==> src/sv/http_header_skip_body_capture_defines.svh <==
// ----------------------------------------------------------------------------
// Assertion macros for the HTTP header skip / body capture block
// Compiled to nothing when SYNTHESIS is defined.
// ----------------------------------------------------------------------------
`ifndef HTTP_HEADER_SKIP_BODY_CAPTURE_DEFINES_SVH
`define HTTP_HEADER_SKIP_BODY_CAPTURE_DEFINES_SVH

`ifndef SYNTHESIS

// same-cycle implication
`define HHSB_ASSERT_IMPLIES(lbl, clk, rstn, ante, cons) \
	lbl: assert property (@(posedge clk) disable iff (!rstn) (ante) |-> (cons)) \
		else $error("assertion failed");

// next-cycle implication
`define HHSB_ASSERT_NEXT(lbl, clk, rstn, ante, cons) \
	lbl: assert property (@(posedge clk) disable iff (!rstn) (ante) |=> (cons)) \
		else $error("assertion failed");

`else

`define HHSB_ASSERT_IMPLIES(lbl, clk, rstn, ante, cons)
`define HHSB_ASSERT_NEXT(lbl, clk, rstn, ante, cons)

`endif

`endif

==> src/sv/hhsb_pkg.sv <==
// ----------------------------------------------------------------------------
// hhsb_pkg
// Types, constants and helpers shared by the header skip / body capture block.
// ----------------------------------------------------------------------------
`default_nettype none

package hhsb_pkg;

	localparam int BODY_BYTES     = 4736;
	localparam int POS_W          = 13;
	localparam int LINE_CAPACITY  = 128;
	localparam int LINE_KEEP      = LINE_CAPACITY - 1;
	localparam int LINE_LEN_W     = 7;
	localparam int VALUE_CAPACITY = 64;
	localparam int VALUE_KEEP     = VALUE_CAPACITY - 1;
	localparam int VAL_ADDR_W     = 6;
	localparam int PREFIX_LEN     = 13;
	localparam int CMD_FIFO_DEPTH = 4;
	localparam int CMD_PTR_W      = 2;
	localparam int CMD_CNT_W      = 3;

	localparam logic [7:0] BYTE_CR = 8'h0D;
	localparam logic [7:0] BYTE_LF = 8'h0A;

	typedef enum logic [2:0] {
		KIND_NONE       = 3'd0,
		KIND_BODY       = 3'd1,
		KIND_SYNC_CHAR  = 3'd2,
		KIND_SYNC_EMPTY = 3'd3,
		KIND_HDRS_DONE  = 3'd4,
		KIND_COMPLETED  = 3'd5,
		KIND_FAILED     = 3'd6
	} kind_t;

	typedef struct packed {
		logic       func;
		logic [7:0] data_byte;
	} item_t;

	typedef struct packed {
		kind_t            kind;
		logic [7:0]       payload;
		logic [POS_W-1:0] position;
		logic             last;
	} result_t;

	typedef enum logic {
		CMD_SINGLE = 1'b0,
		CMD_RUN    = 1'b1
	} cmd_op_t;

	// one queued job for the back end
	typedef struct packed {
		cmd_op_t               op;
		kind_t                 kind;
		logic [7:0]            payload;
		logic [POS_W-1:0]      position;
		logic [VAL_ADDR_W-1:0] run_len;
		logic                  trail;
		kind_t                 trail_kind;
	} cmd_t;

	typedef struct packed {
		logic                  en;
		logic [VAL_ADDR_W-1:0] addr;
		logic [7:0]            data;
	} mem_wr_t;

	typedef struct packed {
		logic run_pending;
	} front_stat_t;

	// "X-Sync-Time: "
	function automatic logic [7:0] prefix_char(input logic [3:0] idx);
		logic [7:0] ch;
		unique case (idx)
			4'd0:    ch = 8'h58;
			4'd1:    ch = 8'h2D;
			4'd2:    ch = 8'h53;
			4'd3:    ch = 8'h79;
			4'd4:    ch = 8'h6E;
			4'd5:    ch = 8'h63;
			4'd6:    ch = 8'h2D;
			4'd7:    ch = 8'h54;
			4'd8:    ch = 8'h69;
			4'd9:    ch = 8'h6D;
			4'd10:   ch = 8'h65;
			4'd11:   ch = 8'h3A;
			4'd12:   ch = 8'h20;
			default: ch = 8'h00;
		endcase
		return ch;
	endfunction

endpackage

`default_nettype wire

==> src/sv/http_header_skip_body_capture.sv <==
// ----------------------------------------------------------------------------
// http_header_skip_body_capture
// HTTP response splitter: skips headers, captures the X-Sync-Time value and
// streams body bytes with their offsets.
// ----------------------------------------------------------------------------
// Usage:
//   item channel: one beat per received octet (func 0) or a close event
//   (func 1). result channel: result beats, last marks the final beat caused
//   by one input beat; an input beat may cause none.
//   With an empty queue the job for an input beat is written into the queue,
//   then its result into the output register. Body and header bytes sustain
//   one beat per cycle while item_stall is low; a body byte that fills the
//   buffer takes two output beats (byte, then done). A header line carrying
//   X-Sync-Time holds item_stall high while its value is read out of the
//   63-entry value store, one character per cycle unless the receiver stalls.
//   A four-entry job queue separates intake from output: when the receiver
//   stalls, the queue fills and item_stall rises; nothing is dropped.
//   Reset returns to the header phase with all counters cleared. After
//   completion or failure every input beat is taken and ignored until reset.
// ----------------------------------------------------------------------------
`default_nettype none

`include "http_header_skip_body_capture_defines.svh"

module http_header_skip_body_capture (
	input  wire                  clk,
	input  wire                  arst_n,
	input  wire                  item_valid,
	output logic                 item_stall,
	input  hhsb_pkg::item_t      item,
	output logic                 result_valid,
	input  wire                  result_stall,
	output hhsb_pkg::result_t    result
);
	import hhsb_pkg::*;

	logic        cmd_push;
	cmd_t        cmd;
	cmd_t        head;
	logic        fifo_empty;
	logic        fifo_full;
	logic        cmd_pop;
	mem_wr_t     mem_wr;
	logic        run_done;
	front_stat_t front_stat;
	logic        close_take;

	assign close_take = item_valid && !item_stall && item.func;

	hhsb_front u_front (
		.clk        (clk),
		.arst_n     (arst_n),
		.item_valid (item_valid),
		.item_stall (item_stall),
		.item       (item),
		.fifo_full  (fifo_full),
		.cmd_push   (cmd_push),
		.cmd        (cmd),
		.mem_wr     (mem_wr),
		.run_done   (run_done),
		.stat       (front_stat)
	);

	hhsb_cmd_fifo u_fifo (
		.clk      (clk),
		.arst_n   (arst_n),
		.push     (cmd_push),
		.push_cmd (cmd),
		.pop      (cmd_pop),
		.head     (head),
		.empty    (fifo_empty),
		.full     (fifo_full)
	);

	hhsb_back u_back (
		.clk          (clk),
		.arst_n       (arst_n),
		.head         (head),
		.empty        (fifo_empty),
		.pop          (cmd_pop),
		.mem_wr       (mem_wr),
		.run_done     (run_done),
		.result_valid (result_valid),
		.result_stall (result_stall),
		.result       (result)
	);

	`HHSB_ASSERT_IMPLIES(a_pending_blocks, clk, arst_n, front_stat.run_pending, item_stall)
	`HHSB_ASSERT_IMPLIES(a_no_push_full, clk, arst_n, cmd_push, !fifo_full)
	`HHSB_ASSERT_IMPLIES(a_done_has_run, clk, arst_n, run_done, front_stat.run_pending)
	`HHSB_ASSERT_NEXT(a_close_no_run, clk, arst_n, close_take, !front_stat.run_pending)

endmodule

`default_nettype wire

==> src/sv/hhsb_front.sv <==
// ----------------------------------------------------------------------------
// hhsb_front
// Accepts bytes, tracks header/body phase, line and prefix match, stores value
// characters and queues output jobs for the back end.
// ----------------------------------------------------------------------------
`default_nettype none

module hhsb_front (
	input  wire                      clk,
	input  wire                      arst_n,
	input  wire                      item_valid,
	output logic                     item_stall,
	input  hhsb_pkg::item_t          item,
	input  wire                      fifo_full,
	output logic                     cmd_push,
	output hhsb_pkg::cmd_t           cmd,
	output hhsb_pkg::mem_wr_t        mem_wr,
	input  wire                      run_done,
	output hhsb_pkg::front_stat_t    stat
);
	import hhsb_pkg::*;

	typedef enum logic [1:0] {
		PH_HEADER = 2'd0,
		PH_BODY   = 2'd1,
		PH_DONE   = 2'd2
	} phase_t;

	phase_t                phase_q;
	logic [1:0]            end_idx_q;
	logic [LINE_LEN_W-1:0] line_len_q;
	logic                  match_q;
	logic [POS_W-1:0]      body_count_q;
	logic                  run_pending_q;

	logic                  accept;
	logic                  is_cr;
	logic                  is_lf;
	logic                  keep;
	logic                  in_prefix;
	logic                  prefix_ok;
	logic [LINE_LEN_W-1:0] value_off;
	logic                  emit_run;
	logic                  hdrs_done;
	logic [POS_W-1:0]      body_next;
	logic                  active;

	assign item_stall      = fifo_full || run_pending_q;
	assign accept          = item_valid && !item_stall;
	assign stat.run_pending = run_pending_q;

	assign active    = (phase_q == PH_HEADER) || (phase_q == PH_BODY);
	assign is_cr     = item.data_byte == BYTE_CR;
	assign is_lf     = item.data_byte == BYTE_LF;
	assign keep      = !is_cr && !is_lf && (line_len_q != LINE_LEN_W'(LINE_KEEP));
	assign in_prefix = line_len_q < LINE_LEN_W'(PREFIX_LEN);
	assign prefix_ok = item.data_byte == prefix_char(line_len_q[3:0]);
	assign value_off = line_len_q - LINE_LEN_W'(PREFIX_LEN);
	assign emit_run  = is_lf && !in_prefix && match_q;
	assign hdrs_done = (end_idx_q == 2'd3) && is_lf;
	assign body_next = body_count_q + POS_W'(1);

	always_comb begin
		cmd_push   = 1'b0;
		cmd        = '0;
		cmd.op     = CMD_SINGLE;
		cmd.kind   = KIND_NONE;
		cmd.trail_kind = KIND_NONE;
		mem_wr     = '0;
		mem_wr.addr = value_off[VAL_ADDR_W-1:0];
		mem_wr.data = item.data_byte;
		if (accept && active) begin
			if (item.func) begin
				cmd_push = 1'b1;
				cmd.kind = (body_count_q == POS_W'(BODY_BYTES)) ? KIND_COMPLETED : KIND_FAILED;
			end else if (phase_q == PH_BODY) begin
				cmd_push     = 1'b1;
				cmd.kind     = KIND_BODY;
				cmd.payload  = item.data_byte;
				cmd.position = body_count_q;
				cmd.trail    = body_next == POS_W'(BODY_BYTES);
				cmd.trail_kind = KIND_COMPLETED;
			end else begin
				mem_wr.en = keep && !in_prefix && (value_off < LINE_LEN_W'(VALUE_KEEP));
				if (emit_run) begin
					cmd_push   = 1'b1;
					cmd.op     = CMD_RUN;
					cmd.kind   = KIND_SYNC_CHAR;
					cmd.run_len = (value_off > LINE_LEN_W'(VALUE_KEEP)) ?
						VAL_ADDR_W'(VALUE_KEEP) : value_off[VAL_ADDR_W-1:0];
					cmd.trail  = hdrs_done;
					cmd.trail_kind = KIND_HDRS_DONE;
				end else if (hdrs_done) begin
					cmd_push = 1'b1;
					cmd.kind = KIND_HDRS_DONE;
				end
			end
		end
	end

	always_ff @(posedge clk or negedge arst_n) begin
		if (!arst_n) begin
			phase_q       <= PH_HEADER;
			end_idx_q     <= 2'd0;
			line_len_q    <= '0;
			match_q       <= 1'b1;
			body_count_q  <= '0;
			run_pending_q <= 1'b0;
		end else begin
			if (run_done) begin
				run_pending_q <= 1'b0;
			end
			if (accept) begin
				unique case (phase_q)
					PH_HEADER: begin
						if (item.func) begin
							phase_q <= PH_DONE;
						end else begin
							if (keep) begin
								if (in_prefix && !prefix_ok) begin
									match_q <= 1'b0;
								end
								line_len_q <= line_len_q + LINE_LEN_W'(1);
							end else if (is_lf) begin
								line_len_q <= '0;
								match_q    <= 1'b1;
								if (emit_run) begin
									run_pending_q <= 1'b1;
								end
							end
							// CR LF CR LF tracker, any out-of-sequence CR restarts it
							if (end_idx_q == 2'd0 && is_cr) begin
								end_idx_q <= 2'd1;
							end else if (end_idx_q == 2'd1 && is_lf) begin
								end_idx_q <= 2'd2;
							end else if (end_idx_q == 2'd2 && is_cr) begin
								end_idx_q <= 2'd3;
							end else if (hdrs_done) begin
								end_idx_q <= 2'd0;
								phase_q   <= PH_BODY;
							end else begin
								end_idx_q <= is_cr ? 2'd1 : 2'd0;
							end
						end
					end
					PH_BODY: begin
						if (item.func) begin
							phase_q <= PH_DONE;
						end else begin
							body_count_q <= body_next;
							if (body_next == POS_W'(BODY_BYTES)) begin
								phase_q <= PH_DONE;
							end
						end
					end
					default: begin
					end
				endcase
			end
		end
	end

endmodule

`default_nettype wire

==> src/sv/hhsb_cmd_fifo.sv <==
// ----------------------------------------------------------------------------
// hhsb_cmd_fifo
// Short job queue between the front end and the back end.
// ----------------------------------------------------------------------------
`default_nettype none

module hhsb_cmd_fifo (
	input  wire               clk,
	input  wire               arst_n,
	input  wire               push,
	input  hhsb_pkg::cmd_t    push_cmd,
	input  wire               pop,
	output hhsb_pkg::cmd_t    head,
	output logic              empty,
	output logic              full
);
	import hhsb_pkg::*;

	cmd_t                 entries_q [CMD_FIFO_DEPTH];
	logic [CMD_PTR_W-1:0] wr_ptr_q;
	logic [CMD_PTR_W-1:0] rd_ptr_q;
	logic [CMD_CNT_W-1:0] count_q;

	assign empty = count_q == '0;
	assign full  = count_q == CMD_CNT_W'(CMD_FIFO_DEPTH);
	assign head  = entries_q[rd_ptr_q];

	always_ff @(posedge clk) begin
		if (push) begin
			entries_q[wr_ptr_q] <= push_cmd;
		end
	end

	always_ff @(posedge clk or negedge arst_n) begin
		if (!arst_n) begin
			wr_ptr_q <= '0;
			rd_ptr_q <= '0;
			count_q  <= '0;
		end else begin
			if (push) begin
				wr_ptr_q <= wr_ptr_q + CMD_PTR_W'(1);
			end
			if (pop) begin
				rd_ptr_q <= rd_ptr_q + CMD_PTR_W'(1);
			end
			if (push && !pop) begin
				count_q <= count_q + CMD_CNT_W'(1);
			end else if (pop && !push) begin
				count_q <= count_q - CMD_CNT_W'(1);
			end
		end
	end

endmodule

`default_nettype wire

==> src/sv/hhsb_back.sv <==
// ----------------------------------------------------------------------------
// hhsb_back
// Runs queued jobs: single result beats, or a sync-time value run read out of
// the value store, and drives the output register.
// ----------------------------------------------------------------------------
`default_nettype none

module hhsb_back (
	input  wire                  clk,
	input  wire                  arst_n,
	input  hhsb_pkg::cmd_t       head,
	input  wire                  empty,
	output logic                 pop,
	input  hhsb_pkg::mem_wr_t    mem_wr,
	output logic                 run_done,
	output logic                 result_valid,
	input  wire                  result_stall,
	output hhsb_pkg::result_t    result
);
	import hhsb_pkg::*;

	typedef enum logic [2:0] {
		ST_IDLE,
		ST_FIRST,
		ST_NEXT,
		ST_LASTCH,
		ST_EMPTY,
		ST_TRAIL
	} state_t;

	logic [7:0]            val_mem [VALUE_KEEP];
	logic [7:0]            rdata_q;
	logic                  rd_en;
	logic [VAL_ADDR_W-1:0] rd_addr;

	state_t                state_q;
	cmd_t                  cmd_q;
	logic [VAL_ADDR_W-1:0] idx_q;
	logic [7:0]            cur_q;
	logic [VAL_ADDR_W-1:0] cur_pos_q;
	logic                  out_valid_q;
	result_t               out_q;
	logic                  run_done_q;

	logic                  can_load;
	logic                  more_addr;
	logic                  rd_nonzero;
	logic [VAL_ADDR_W:0]   idx_inc;

	assign result_valid = out_valid_q;
	assign result       = out_q;
	assign run_done     = run_done_q;

	assign can_load   = !out_valid_q || !result_stall;
	assign idx_inc    = {1'b0, idx_q} + (VAL_ADDR_W+1)'(1);
	assign more_addr  = idx_inc < {1'b0, cmd_q.run_len};
	assign rd_nonzero = rdata_q != 8'h00;

	assign pop = (state_q == ST_IDLE) && !empty && ((head.op == CMD_RUN) || can_load);

	always_comb begin
		rd_en   = 1'b0;
		rd_addr = idx_inc[VAL_ADDR_W-1:0];
		unique case (state_q)
			ST_IDLE: begin
				rd_en   = pop && (head.op == CMD_RUN) && (head.run_len != '0);
				rd_addr = '0;
			end
			ST_FIRST: rd_en = rd_nonzero && more_addr;
			ST_NEXT:  rd_en = can_load && rd_nonzero && more_addr;
			default:  rd_en = 1'b0;
		endcase
	end

	always_ff @(posedge clk) begin
		if (mem_wr.en) begin
			val_mem[mem_wr.addr] <= mem_wr.data;
		end
		if (rd_en) begin
			rdata_q <= val_mem[rd_addr];
		end
	end

	always_ff @(posedge clk) begin
		if (pop) begin
			cmd_q <= head;
		end
	end

	always_ff @(posedge clk or negedge arst_n) begin
		if (!arst_n) begin
			state_q     <= ST_IDLE;
			idx_q       <= '0;
			cur_q       <= '0;
			cur_pos_q   <= '0;
			out_valid_q <= 1'b0;
			out_q       <= '0;
			run_done_q  <= 1'b0;
		end else begin
			run_done_q <= 1'b0;
			if (out_valid_q && !result_stall) begin
				out_valid_q <= 1'b0;
			end
			unique case (state_q)
				ST_IDLE: begin
					if (pop) begin
						if (head.op == CMD_SINGLE) begin
							out_valid_q    <= 1'b1;
							out_q.kind     <= head.kind;
							out_q.payload  <= head.payload;
							out_q.position <= head.position;
							out_q.last     <= !head.trail;
							if (head.trail) begin
								state_q <= ST_TRAIL;
							end
						end else if (head.run_len == '0) begin
							state_q <= ST_EMPTY;
						end else begin
							idx_q   <= '0;
							state_q <= ST_FIRST;
						end
					end
				end
				ST_FIRST: begin
					if (!rd_nonzero) begin
						state_q <= ST_EMPTY;
					end else begin
						cur_q     <= rdata_q;
						cur_pos_q <= '0;
						if (more_addr) begin
							idx_q   <= idx_inc[VAL_ADDR_W-1:0];
							state_q <= ST_NEXT;
						end else begin
							state_q <= ST_LASTCH;
						end
					end
				end
				ST_NEXT: begin
					// rdata holds the char after cur; a zero ends the value
					if (can_load) begin
						out_valid_q    <= 1'b1;
						out_q.kind     <= KIND_SYNC_CHAR;
						out_q.payload  <= cur_q;
						out_q.position <= POS_W'(cur_pos_q);
						out_q.last     <= !rd_nonzero && !cmd_q.trail;
						if (rd_nonzero) begin
							cur_q     <= rdata_q;
							cur_pos_q <= idx_q;
							if (more_addr) begin
								idx_q <= idx_inc[VAL_ADDR_W-1:0];
							end else begin
								state_q <= ST_LASTCH;
							end
						end else if (cmd_q.trail) begin
							state_q <= ST_TRAIL;
						end else begin
							state_q    <= ST_IDLE;
							run_done_q <= 1'b1;
						end
					end
				end
				ST_LASTCH: begin
					if (can_load) begin
						out_valid_q    <= 1'b1;
						out_q.kind     <= KIND_SYNC_CHAR;
						out_q.payload  <= cur_q;
						out_q.position <= POS_W'(cur_pos_q);
						out_q.last     <= !cmd_q.trail;
						if (cmd_q.trail) begin
							state_q <= ST_TRAIL;
						end else begin
							state_q    <= ST_IDLE;
							run_done_q <= 1'b1;
						end
					end
				end
				ST_EMPTY: begin
					if (can_load) begin
						out_valid_q    <= 1'b1;
						out_q.kind     <= KIND_SYNC_EMPTY;
						out_q.payload  <= '0;
						out_q.position <= '0;
						out_q.last     <= !cmd_q.trail;
						if (cmd_q.trail) begin
							state_q <= ST_TRAIL;
						end else begin
							state_q    <= ST_IDLE;
							run_done_q <= 1'b1;
						end
					end
				end
				ST_TRAIL: begin
					if (can_load) begin
						out_valid_q    <= 1'b1;
						out_q.kind     <= cmd_q.trail_kind;
						out_q.payload  <= '0;
						out_q.position <= '0;
						out_q.last     <= 1'b1;
						state_q        <= ST_IDLE;
						run_done_q     <= cmd_q.op == CMD_RUN;
					end
				end
				default: state_q <= ST_IDLE;
			endcase
		end
	end

endmodule

`default_nettype wire
==> config.mk <==
export PLATFORM = sky130hd
export DESIGN_NAME = http_header_skip_body_capture
export DESIGN_NICKNAME = d
export VERILOG_FILES = /design/src/sv/hhsb_pkg.sv /design/src/sv/http_header_skip_body_capture.sv /design/src/sv/hhsb_front.sv /design/src/sv/hhsb_cmd_fifo.sv /design/src/sv/hhsb_back.sv
export VERILOG_INCLUDE_DIRS = /design/src /design/src/sv
export SDC_FILE = /design/constraint.sdc
export NUM_CORES = 1
export LEC_CHECK = 0
export BUFFER_PORTS_ARGS = -buffer_cell sky130_fd_sc_hd__buf_2
export CORE_UTILIZATION = 40
export DETAILED_ROUTE_END_ITERATION = 8
export PLACE_DENSITY = 0.53
export SLEW_MARGIN = 20
export SYNTH_ARGS = -nofsm -noshare
export SYNTH_HDL_FRONTEND = slang
export SYNTH_HIERARCHICAL = 1
export SYNTH_SLANG_ARGS = --single-unit
==> constraint.sdc <==
create_clock -name clk -period 4.5 [get_ports clk]
set_input_delay 0.9 -clock clk [delete_from_list [all_inputs] [get_ports clk]]
set_output_delay 0.9 -clock clk [all_outputs]
set_load 0.02 [all_outputs]
# Yosys cells after proc, flatten, opt, wreduce, memory -nomap -nowiden
# Memories as Yosys holds them, arrays and structs flattened. A register that Yosys moved wholly into a read port is not among the register bits.
# Cells that the tools add are included.
# word_totals
out_inout_bits	27
regBits	94
inputBits	13
wordCells	241
n_memories	3
latchBits	0
mem_bits_rw	644
rom_bits	112
# memory_table
name	depth	width	read_ports	rd_clocked_by_memory_dff	wr	line	text
u_back.val_mem	63	8	1	1	1	hhsb_back.sv:31	logic [7:0] val_mem [VALUE_KEEP];
u_fifo.entries_q	4	35	1	0	1	hhsb_cmd_fifo.sv:19	cmd_t entries_q [CMD_FIFO_DEPTH];
(name not given)	16	7	1	0	0	hhsb_pkg.sv:76	unique case (idx)
# classes
n_reduce_logical	66
add_sub_neg	8
n_mux	101
bitwise_logic	1
magnitude_cmp	4
n_eq_ne	35
n_shift	0
multipliers	0
div_mod_pow	0
# ops
operator	n
two-way mux 25 bit	6
one-hot mux 25 bit (5 select lines)	1
two-way mux 6 bit	12
two-way mux 3 bit	17
two-way mux 1 bit	36
two-way mux 35 bit	1
two-way mux 31 bit	1
equality test 13 bit, second input constant	2
logical AND 1 bit	24
two-way mux 2 bit	12
two-way mux 21 bit	1
!= test 2 x 1 -> 1 bit, second input constant	9
one-hot mux 6 bit (3 select lines)	1
equality test 8 x 4 -> 1 bit, second input constant	2
two-way mux 8 bit	2
one-hot mux 8 bit (2 select lines)	1
!= test 3 bit, second input constant	5
one-hot mux 3 bit (5 select lines)	1
two-way mux 7 bit	2
AND reduction 7 bit	2
adder 13 x 1 -> 13 bit, second input constant	1
logical NOT 1 bit	13
one-hot mux 6 bit (2 select lines)	1
two-way mux 10 bit	1
other kinds (41)	61

# Depth between registers and ports, before layout
# Gate-level depths: netlist of run 1.
# depth
word_depth	12
mapped_depth	13
ltp_nobuf	12

# By module
# The synthesis of run 1 kept the hierarchy.
# by_module_without_submodules
module	area_per_inst_um2	seq_area_each_um2	cells_each	instances
hhsb_back	24118.1	16956.3	1637	1
hhsb_cmd_fifo	5500.3	4379.2	217	1
hhsb_front	2263.4	651.9	284	1

# Worst setup path after synthesis of run 1
# No wires, ideal clock.
# synth_timing
kind	reg-to-reg
start	reg u_back.state_q[1]
end	reg u_fifo.count_q[1]
required_ns	4.375
path_slack_ns	0.865
arrival_ns	3.510
synth_period_minus_slack_ns	3.635
stages_incl_launch_ff	11
path_buffers	3
setup_time_ns	0.125
cell_sequence	dfrtp_1 -> or3_4 -> buf_2 -> clkbuf_1 -> clkbuf_1 -> nor3_1 -> inv_1 -> ha_1 -> inv_1 -> fa_1 -> mux2_2
# synth_between
elab_chain_len	6
word_cells_on_any_way	8
cone_classes	1 x mux; 7 x reduce/logical
# synth_lines
item	line	text
from (decl)	hhsb_back.sv:36	state_t state_q;
from (signal assigned)	hhsb_back.sv:92	state_q <= ST_IDLE;
from (signal assigned)	hhsb_back.sv:114	state_q <= ST_TRAIL;
from (signal assigned)	hhsb_back.sv:117	state_q <= ST_EMPTY;
logical NOT 3 bit (*)	hhsb_back.sv:59	assign pop = (state_q == ST_IDLE) && !empty && ((head.op == CMD_RUN) || can_load);
logical AND 1 bit (*) (2 in series)	hhsb_back.sv:59	
via cmd_pop	http_header_skip_body_capture.sv:42	logic cmd_pop;
logical NOT 1 bit	hhsb_cmd_fifo.sv:46	if (push && !pop) begin
logical AND 1 bit	hhsb_cmd_fifo.sv:46	
two-way mux 3 bit or nonzero test 2 bit (tied branches)	--	
to (signal assigned)	hhsb_cmd_fifo.sv:47	count_q <= count_q + CMD_CNT_W'(1);
to (signal assigned)	hhsb_cmd_fifo.sv:49	count_q <= count_q - CMD_CNT_W'(1);
to (decl)	hhsb_cmd_fifo.sv:22	logic [CMD_CNT_W-1:0] count_q;
# The timed path passes the listed nets; every way through them passes the cells marked *.
# A chain may end at the register's enable or synchronous reset.

==> results of run 1 <==
-- sequential cells by signal (all words and copies together) (netlist names) --
signal	count
u_back/result_valid	1
u_fifo/entries_q	140
u_front/match_q	1
u_back/cmd_q	11
u_fifo/wr_ptr_q	2
u_back/val_mem	504
u_front/line_len_q	7
u_front/stat	1
u_back/idx_q	6
u_back/cur_q	8
u_fifo/rd_ptr_q	2
u_front/end_idx_q	2
u_back/run_done	1
u_back/rdata_q	8
u_front/phase_q	2
u_front/body_count_q	13
u_back/result	25
u_fifo/count_q	3
u_back/state_q	3
u_back/cur_pos_q	6
-- cell type report --
type	count	share of cell area
repair buffers	129	0.0265
clock inverters	48	0.0175
inverters	43	0.00452
clock buffers	100	0.0601
multi-input cells	1209	0.249
flip-flops and latches	746	0.607
well taps	1050	0.0362
-- cells in the mapped netlist, types with 48 or more instances --
master / number / area share
clkbuf_1: 48 / 0.0057
nand3_1: 56 / 0.0088
o21ai_0: 103 / 0.016
dfrtp_1: 82 / 0.064
mux2_2: 59 / 0.021
mux4_2: 48 / 0.034
edfxtp_1: 663 / 0.62
nor2_1: 138 / 0.016
a21oi_1: 70 / 0.011
buf_2: 56 / 0.0088
mux2i_1: 88 / 0.028
nand2_1: 124 / 0.015
-- layer usage --
metal  vias up  global-route usage  share of wire
met3       106              0.0385          0.071
met5         -                   0        0.00015
met4         2              0.0599          0.021
li1       8480                   -              -
met1      9904               0.310           0.45
met2       766               0.331           0.46
-- power breakdown --
group	leakage [uW]	switching, uW	total (uW)	internal (uW)
Sequential	0.00716	284	8220	7940
Combinational	0.00378	5080	7830	2750
Clock	0.00136	2750	6910	4160
-- worst min path at each step --
stage / slack, ps / endpoint / depth (start not counted)
final: 350 / u_front/line_len_q[2] / 1
after global routing: 400 / u_front/line_len_q[2] / 1
after CTS: 370 / u_front/phase_q[0] / 1
after detailed placement: 440 / u_front/stat / 1
after global placement: 430 / u_front/stat / 1
after floorplan: 400 / u_front/stat / 1
-- cell families after synthesis --
group | count (synthesis) | share of synthesized area
fa+ha+maj | 24 | 0.00965
simple gates | 507 | 0.0788
mux | 202 | 0.0881
xor+xnor | 35 | 0.0104
other cells | 1 | 0.000118
buf+inv | 183 | 0.0292
flops | 746 | 0.690
compound gates | 440 | 0.0940
-- stage by stage --
stage	util	setup slack [ps]	total power, uW	instances
2_1_floorplan	-	865	13400	2138
3_3_place_gp	0.424	432	16100	3177
3_5_place_dp	0.424	307	16100	3177
4_1_cts	0.460	523	23100	3325
5_1_grt	0.460	239	23900	3325
6_report	0.460	487	23000	3325
-- worst max-delay path: cells and delay by family, from the launching register on --
family	cells	cell delay, ps
xor gates and xnor gates	1	460
adders and majority gates	1	250
buffers and inverters	1	150
DFF	1	550
and+or+nand+nor	7	2220
==> results by group, run 1 <==
Outcome
  • Status: finished, final reports clean

Yosys
  • Netlist cell types: between 90 and 100
  • Post-synthesis cell count: about 2100
  • Prevailing post-synth register cell: edfxtp_1
  • Post-Syn Area per Cell: approximately 15 sq um
  • Synthesized area: 31900 sq um
  • Yosys Warn Count: 6
  • Register area share after synthesis: 0.690
  • EDFF count, synth: roughly 660
  • Syn_nets: around 2200
  • Flop and latch count out of synthesis: ~750
  • Ys async rst share: 0.111

Layout
  • Layout cells sized above 1: 0.178
  • Multi-input logic area: roughly 9000 sq um
  • Register Area: about 22000 sq um
  • Number of fill cells: 6934
  • Ant. Diodes: 0
  • Most common cell after layout, fill and taps aside: edfxtp_1
  • Final nets: about 2200
  • Most frequent cells in the layout: edfxtp_1 (663), nor2_1 (137), nand2_1 (124)
  • Final Instance Area: between 30000 and 40000 sq um
  • Area grow syn2layout: 13.7%

STA
  • Maximum achievable frequency: between 0.2 and 0.25 GHz
  • Slew @ Worst Pin: 1050 ps
  • Final setup vio count: 0
  • Fin. Hold Viols: 0
  • Clk_skew: roughly 35 ps
  • Unrepaired setup endpoints after global routing: no
  • Sum of negative setup slack: 0 ps
  • Post-layout min period: approximately 4000 ps
  • Max_slew headroom: 0.297
  • Hold WS: 353 ps
  • Final clock period utilization by the worst path: 0.892
  • Final slew viol count: 0

Worst setup path
  • Crit path to: u_back/val_mem[52][0]
  • Critical path origin: u_front/line_len_q[1]
  • CP Max Fanout: 11
  • Setup Crit Path Kind: register to register
  • Crit-path cells: inv_1 -> ha_1 -> nor2_1 -> nor3_1 -> xnor2_1 -> nand3_1 -> nor2_1 -> nor2b_1 -> nand2_1 -> nor2_1
  • CP max stage delay: ~750 ps
  • Startpoint Class: register
  • Reg-to-reg endpoint: u_back/val_mem[52][0]
  • FF-to-FF Start: u_front/line_len_q[1]
  • Critical-path top delay cell: nor2_1
  • Reg2reg setup slack: slightly below 500 ps
  • Crit path DAT: 4270 ps
  • FF-to-FF path depth: 10
  • Worst EP required: 4760 ps
  • Crit end category: register
  • Most Frequent Cell on Critical Path: nor2_1

Job
  • Maxcap violations: 0

Die
  • Die height: approximately 280 um
  • Core Rows: 103
  • IO Pins: 40
  • Die boundary width: 284 um
  • Initial Util: 0.404
  • Die area: about 81000 sq um
  • Core Footprint: roughly 79000 sq um

Global route
  • First-pass GRT wire length: 129 mm
  • Vias in the first global route: 19086
  • Overall Global Routing Usage: 0.214
  • Total gr overflow: 0
  • Largest net degree at the start of global routing: 90
  • Initial antenna violation count: 2

Route
  • Post-route ant nets: 0
  • Via count: between 15000 and 20000
  • WL/cell: 26.0 um
  • Wirelength, routed: 86.5 mm
  • Drt drc: 0
  • Vias per Instance: between 5 and 6
  • DRT Pass-1 Iters: 6
  • DR iter-0 viols: approximately 2000

Clock tree
  • Max H-tree Level: 3
  • Clock buffer count from CTS: 81
  • Clk sinks: approximately 750
  • # hold bufs at CTS: 0
  • PostCTS Resize Cnt: 0
  • CTS max path bufs: 3
  • Post-CTS Setup Bufs: 0
  • Clk_lat worst skew: around 640 ps
  • Clock transition at the registers of the reported paths: approximately 60 ps
  • CTS tree: yes
  • Clock Tree Root: clkbuf_16

Placed design
  • Placed instance area: about 33000 sq um
  • IO Port Bufs: 39
  • Hpwl dp: 53.9 mm
  • Routability cong.: between 0.8 and 0.9

Power
  • Peak supply drop: ~0.33 mV
  • Leakage: 0.0123 uW
  • Power density cells: 633 nW/um^2

Hold path
  • Hold Crit Class: input port to asynchronous set/reset pin
Note: power is estimated with default switching activity, not from simulation.
==> run 2, diff against run 1 <==
- PLACE_DENSITY: 0.53 -> 0.55
- clock period: 4.5 -> 3.3 ns (I/O delays scaled with it)
==> run 2 against run 1 <==
Compared with the run above:
- hold slack got worse by 170 ps
- die area unchanged
- clock skew shrank 3.4 ps
- combinational power grew 46%
- sequential power rose by 35%
- maximum frequency increased by 28%
- final area rose by 2.5%
- global-route usage about the same
- first-iteration DRC count shrank 9.1%
- critical path type unchanged
==> results by group, run 2 (synthesis gave the netlist of run 1 again) <==
STA
  • Final clock period utilization by the worst path: 0.949 (was 0.892)
  • Fin. Hold Viols: 0 (unchanged)
  • Maximum achievable frequency: 0.319 GHz (was 0.249 GHz)
  • Post-route setup slack: 167 ps (was 487 ps)
  • Final setup vio count: 0 (unchanged)
  • Sum of negative setup slack: 0 ps (unchanged)
  • Slew @ Worst Pin: 1010 ps (was 1050 ps)
  • Unrepaired setup endpoints after global routing: no (unchanged)
  • Max_slew headroom: 0.325 (was 0.297)
  • Post-layout min period: 3130 ps (was 4010 ps)
  • Clk_skew: 31.2 ps (was 34.6 ps)
  • Final slew viol count: 0 (unchanged)

Route
  • Vias per Instance: 5.67 (was 5.79)
  • Via count: 19503 (was 19258)
  • Top sig layer: met4 (was met5)
  • Routed wl met3: 5.28 mm (was 6.15 mm)
  • DRT Pass-1 Iters: 5 (was 6)
  • Metal2 WL: 40.8 mm (was 39.8 mm)
  • Post-route ant nets: 0 (unchanged)
  • Wirelength, routed: 86.4 mm (was 86.5 mm)
  • WL/cell: 25.1 um (was 26.0 um)
  • M1 wire length: 38.3 mm (was 38.8 mm)
  • DR iter-0 viols: 1846 (was 2031)
  • Drt drc: 0 (unchanged)

Worst setup path
  • Crit end category: register (unchanged)
  • Setup Crit Path Kind: register to register (unchanged)
  • Crit path DAT: 3480 ps (was 4270 ps)
  • Worst EP required: 3650 ps (was 4760 ps)
  • Reg2reg setup slack: 170 ps (was 490 ps)
  • Startpoint Class: register (unchanged)
  • CP Max Fanout: 22 (was 11)

Die
  • Die boundary width: 284 um (unchanged)
  • IO Pins: 40 (unchanged)
  • Die area: 80800 sq um (unchanged)
  • Die height: 284 um (unchanged)
  • Core Rows: 103 (unchanged)
  • Initial Util: 0.404 (unchanged)
  • Core Footprint: 78900 sq um (unchanged)

Clock tree
  • CTS tree: yes (unchanged)
  • Clock buffer count from CTS: 79 (was 81)
  • PostCTS Resize Cnt: 0 (unchanged)
  • Clk sinks: 746 (unchanged)
  • Max H-tree Level: 3 (unchanged)
  • Clk_lat worst skew: 640 ps (about the same)
  • Post-CTS Setup Bufs: 0 (unchanged)
  • Clock transition at the registers of the reported paths: 60 ps (about the same)
  • # hold bufs at CTS: 0 (unchanged)
  • CTS max path bufs: 3 (unchanged)
  • Clock Tree Root: clkbuf_16 (unchanged)

Placed design
  • Routability cong.: 0.906 (was 0.884)
  • Placed instance area: 34500 sq um (was 33400 sq um)
  • Pre-CTS setup slack: -67.9 ps (was 307 ps)
  • IO Port Bufs: 39 (unchanged)
  • Hpwl dp: 54.9 mm (was 53.9 mm)

Outcome
  • Status: finished, final reports clean (unchanged)

Layout
  • Layout cells sized above 1: 0.216 (was 0.178)
  • Final Instance Area: 37100 sq um (was 36300 sq um)
  • Number of fill cells: 6905 (was 6934)
  • Max reg flops: 504 (unchanged)
  • Most frequent cells in the layout: edfxtp_1 (663), buf_4 (185), nor2_1 (136) (was edfxtp_1 (663), nor2_1 (137), nand2_1 (124))
  • Final nets: 2360 (was 2247)
  • Fin util: 0.471 (was 0.460)
  • Area grow syn2layout: 16.5% (was 13.7%)
  • Largest Register: u_back/val_mem (unchanged)
  • Most common cell after layout, fill and taps aside: edfxtp_1 (unchanged)

Job
  • Maxcap violations: 0 (unchanged)

Global route
  • Vias in the first global route: 19421 (was 19086)
  • First-pass GRT wire length: 128 mm (was 129 mm)
  • Total gr overflow: 0 (unchanged)
  • Largest net degree at the start of global routing: 71 (was 90)
  • Overall Global Routing Usage: 0.214 (about the same)
  • Initial antenna violation count: 1 (was 2)

Power
  • Power density cells: 845 nW/um^2 (was 633 nW/um^2)
  • Peak supply drop: 0.483 mV (was 0.333 mV)
  • Final total power: 31400 uW (was 23000 uW)
  • Leakage: 0.0129 uW (was 0.0123 uW)

Hold path
  • Hold Crit Class: input port to asynchronous set/reset pin (unchanged)
[run 2: cell count changes in the layout (fill, tap and decap cells not counted), sizes merged]
cell | previous run | this run
buf | 129 | 244
bufinv | 12 | 7
clkbuf | 100 | 101
clkinv | 31 | 34
clkinvlp | 4 | 5
diode | 0 | 1
[run 2: critical path, stage by stage, from the launching register on]
cell       delay [ps]
dfrtp_4           500
ha_4              470
buf_12            210
buf_4             290
nand2b_1          360
o21ai_0           140
a21oi_1           150
o21ai_0           100
a211oi_1          500
a2111oi_1         110
[run 2: power breakdown]
group          switching, uW  leakage (uW)  internal [uW]
Combinational           7070       0.00446           4300
Clock                   3720       0.00127           5130
Sequential               323       0.00716          10800
[run 2: final cells by class]
| class | count | area [sq um] | share of cell area |
|---|---|---|---|
| Timing Repair Buffer | 244 | 2000 | 0.0538 |
| Multi-Input combinational cell | 1209 | 9050 | 0.244 |
| Clock inverter | 47 | 519 | 0.0140 |
| Tap cell | 1050 | 1310 | 0.0354 |
| Sequential cell | 746 | 22000 | 0.592 |
| Inverter | 43 | 164 | 0.00441 |
| Antenna cell | 1 | 2.50 | 0.0000674 |
| Clock buffer | 101 | 2110 | 0.0568 |
[run 2: layer usage]
metal	vias up	GRT usage
met2	689	0.339
li1	8716	-
met1	9974	0.305
met3	124	0.0298
met5	-	0
met4	0	0.0656
[run 2: worst paths after layout]
| check | start | endpoint | cells past startpoint |
|---|---|---|---|
| worst max-delay path | u_back/idx_q[0] | u_back/rdata_q[5] | 9 |
| worst min-delay path | arst_n | u_front/line_len_q[2] | 1 |
| worst max register to register | u_back/idx_q[0] | u_back/rdata_q[5] | 9 |
| worst min register to register | u_back/run_done | u_front/stat | 1 |
| max in group asynchronous | arst_n | u_back/result[2] | 2 |
| min in group clk | result_stall | u_back/run_done | 2 |
[run 2: metrics by stage]
step / instances / hold WS (ps)
6_report: 3441 / 180
5_1_grt: 3440 / 234
4_1_cts: 3440 / 201
3_5_place_dp: 3292 / 423
3_3_place_gp: 3292 / 424
2_1_floorplan: 2138 / 364
==> run 3, diff against run 2 <==
- BUFFER_PORTS_ARGS: -buffer_cell sky130_fd_sc_hd__buf_2 -> unset
- DONT_BUFFER_PORTS: unset -> 1
- PLACE_DENSITY: 0.55 -> 0.52
- clock period: 3.3 -> 2.9 ns (I/O delays scaled with it)
==> run 3 against run 2 <==
Compared with the run above:
- the run now ends with setup timing left
- critical path depth up 2
- clock-buffer cell count up 2
- final area up 2.8%
- clock power up 13%
- largest power group unchanged
- first-iteration DRC count up 5.8%
==> results by group, run 3 (synthesis gave the netlist of run 1 again) <==
Power
  • Leakage: 0.0133 uW (was 0.0129 uW)
  • Final total power: 36900 uW (was 31400 uW)
  • Peak supply drop: 0.514 mV (was 0.483 mV)
  • Power density cells: 966 nW/um^2 (was 845 nW/um^2)

STA
  • Max_slew headroom: 0.340 (was 0.325)
  • Clk_skew: 26.7 ps (was 31.2 ps)
  • Post-route setup slack: -22.0 ps (was 167 ps)
  • Fin. Hold Viols: 0 (unchanged)
  • Unrepaired setup endpoints after global routing: yes (was no)
  • Maximum achievable frequency: 0.342 GHz (was 0.319 GHz)
  • Final slew viol count: 0 (unchanged)
  • Slew @ Worst Pin: 981 ps (was 1010 ps)
  • Final clock period utilization by the worst path: 1.01 (was 0.949)
  • Final setup vio count: 1 (was 0)
  • Post-layout min period: 2920 ps (was 3130 ps)

Global route
  • Largest net degree at the start of global routing: 84 (was 71)
  • Total gr overflow: 0 (unchanged)
  • First-pass GRT wire length: 130 mm (was 128 mm)
  • Vias in the first global route: 19038 (was 19421)
  • Overall Global Routing Usage: 0.218 (was 0.214)
  • Initial antenna violation count: 1 (unchanged)

Die
  • Die boundary width: 284 um (unchanged)
  • Core Rows: 103 (unchanged)
  • Core Footprint: 78900 sq um (unchanged)
  • Die height: 284 um (unchanged)
  • IO Pins: 40 (unchanged)
  • Die area: 80800 sq um (unchanged)
  • Initial Util: 0.404 (unchanged)

Clock tree
  • CTS max path bufs: 3 (unchanged)
  • Clock Tree Root: clkbuf_16 (unchanged)
  • CTS tree: yes (unchanged)
  • Clock buffer count from CTS: 80 (was 79)
  • Clock transition at the registers of the reported paths: 60 ps (about the same)
  • Max H-tree Level: 3 (unchanged)
  • Clk sinks: 746 (unchanged)
  • Clk_lat worst skew: 640 ps (about the same)

Layout
  • Multi-input logic area: 9310 sq um (was 9050 sq um)
  • Fin util: 0.484 (was 0.471)
  • Final nets: 2398 (was 2360)
  • Most common cell after layout, fill and taps aside: edfxtp_1 (unchanged)
  • Final Instance Area: 38200 sq um (was 37100 sq um)
  • Ant. Diodes: 0 (was 1)
  • Area grow syn2layout: 19.8% (was 16.5%)
  • Most frequent cells in the layout: edfxtp_1 (663), buf_4 (221), nand2_1 (121) (was edfxtp_1 (663), buf_4 (185), nor2_1 (136))
  • Number of fill cells: 6806 (was 6905)
  • Register Area: 22000 sq um (about the same)
  • Max reg flops: 504 (unchanged)
  • Largest Register: u_back/val_mem (unchanged)
  • Layout cells sized above 1: 0.254 (was 0.216)

Route
  • Wirelength, routed: 89.7 mm (was 86.4 mm)
  • WL/cell: 25.8 um (was 25.1 um)
  • Vias per Instance: 5.66 (was 5.67)
  • DRT Pass-1 Iters: 5 (unchanged)
  • Via count: 19673 (was 19503)
  • Post-route ant nets: 0 (unchanged)
  • Drt drc: 0 (unchanged)
  • DR iter-0 viols: 1953 (was 1846)

Worst setup path
  • Setup Crit Path Kind: register to register (unchanged)
  • FF-to-FF path depth: 11 (was 9)
  • Reg2reg setup slack: -20 ps (was 170 ps)
  • Crit path DAT: 3220 ps (was 3480 ps)
  • Startpoint Class: register (unchanged)
  • Worst EP required: 3200 ps (was 3650 ps)
  • FF-to-FF Start: u_back/idx_q[0] (unchanged)
  • CP Max Fanout: 16 (was 22)
  • Reg-to-reg endpoint: u_back/rdata_q[4] (was u_back/rdata_q[5])
  • Crit end category: register (unchanged)

Hold path
  • WHS Endpoint: u_back/val_mem[57][3]
  • Hold Crit Start: item[3]
  • Hold Crit Class: input port to register (was input port to asynchronous set/reset pin)
  • Min-Delay Path Depth: 0

Placed design
  • Placed instance area: 35000 sq um (was 34500 sq um)
  • Routability cong.: 0.879 (was 0.906)
  • Pre-CTS setup slack: -283 ps (was -67.9 ps)
  • IO Port Bufs: 0 (was 39)
  • Hpwl dp: 56.8 mm (was 54.9 mm)

Outcome
  • Failing checks: setup timing
  • Status: finished with violations (was finished, final reports clean)

Job
  • Maxcap violations: 0 (unchanged)
-- run 3: cell count changes in the layout (fill, tap and decap cells not counted), moves of 5 or more --
cell,previous run,this run
buf_4,185,221
buf_6,0,7
a211oi_2,0,6
clkbuf_16,79,84
clkinv_1,14,9
buf_12,21,45
a211oi_1,45,39
nor2_2,2,23
nor2_1,136,114
buf_2,38,1
-- run 3: stage by stage --
stage	instances	hold slack [ps]	TNS, ps
after CTS	3459	16.8	-15.8
after floorplan	2138	284	-20570
after global routing	3477	23.8	-560
final	3477	47.9	-22.0
after detailed placement	3299	288	-1510
after global placement	3299	288	-834
-- run 3: what timing repair did --
action,CTS,global route
gates cloned,0,5
hold buffers,2,0
pin swaps,6,19
endpoints found under the hold margin,83,0
gates resized for setup,25,44
endpoints found under the setup margin,42,324
buffers inserted,10,13
-- run 3: cell type report --
class                           instances  area share
Clock inverter                         45      0.0120
Multi-Input combinational cell       1209       0.244
Timing Repair Buffer                  281      0.0736
Inverter                               43     0.00439
Clock buffer                          103      0.0557
Tap cell                             1050      0.0344
Sequential cell                       746       0.576
-- run 3: metal layers --
layer  global-route usage  share of wire  up-vias
met5                    0        0.00014        -
met4               0.0546          0.020        2
met3               0.0360          0.065      120
met2                0.332           0.46      677
met1                0.323           0.46    10074
li1                     -              -     8800
-- run 3: power breakdown --
| part | switching [uW] | leakage [uW] | internal (uW) |
|---|---|---|---|
| Sequential | 600 | 0.00715 | 12300 |
| Clock | 4150 | 0.00126 | 5850 |
| Combinational | 8180 | 0.00486 | 5780 |
-- run 3: worst max-delay path by stage --
| stage | end | slack, ps | depth (start not counted) | from |
|---|---|---|---|---|
| after global placement | u_back/rdata_q[1] | -270 | 11 | u_back/idx_q[0] |
| after global routing | u_back/val_mem[34][5] | -70 | 11 | u_fifo/count_q[2] |
| after CTS | u_back/rdata_q[4] | -20 | 11 | u_back/idx_q[0] |
| after detailed placement | u_back/rdata_q[1] | -280 | 11 | u_back/idx_q[0] |
| after floorplan | u_back/val_mem[45][0] | -160 | 11 | u_front/line_len_q[0] |
| final | u_back/rdata_q[4] | -20 | 11 | u_back/idx_q[0] |
-- run 3: critical path: stages (launching register included) --
cell and delay (ps):
dfrtp_4 510, ha_4 280, buf_12 140, buf_12 150, nor2b_4 150, buf_6 150
buf_4 130, a22oi_2 240, a31oi_1 150, a211o_1 320, nand4b_1 130, o211ai_1 210
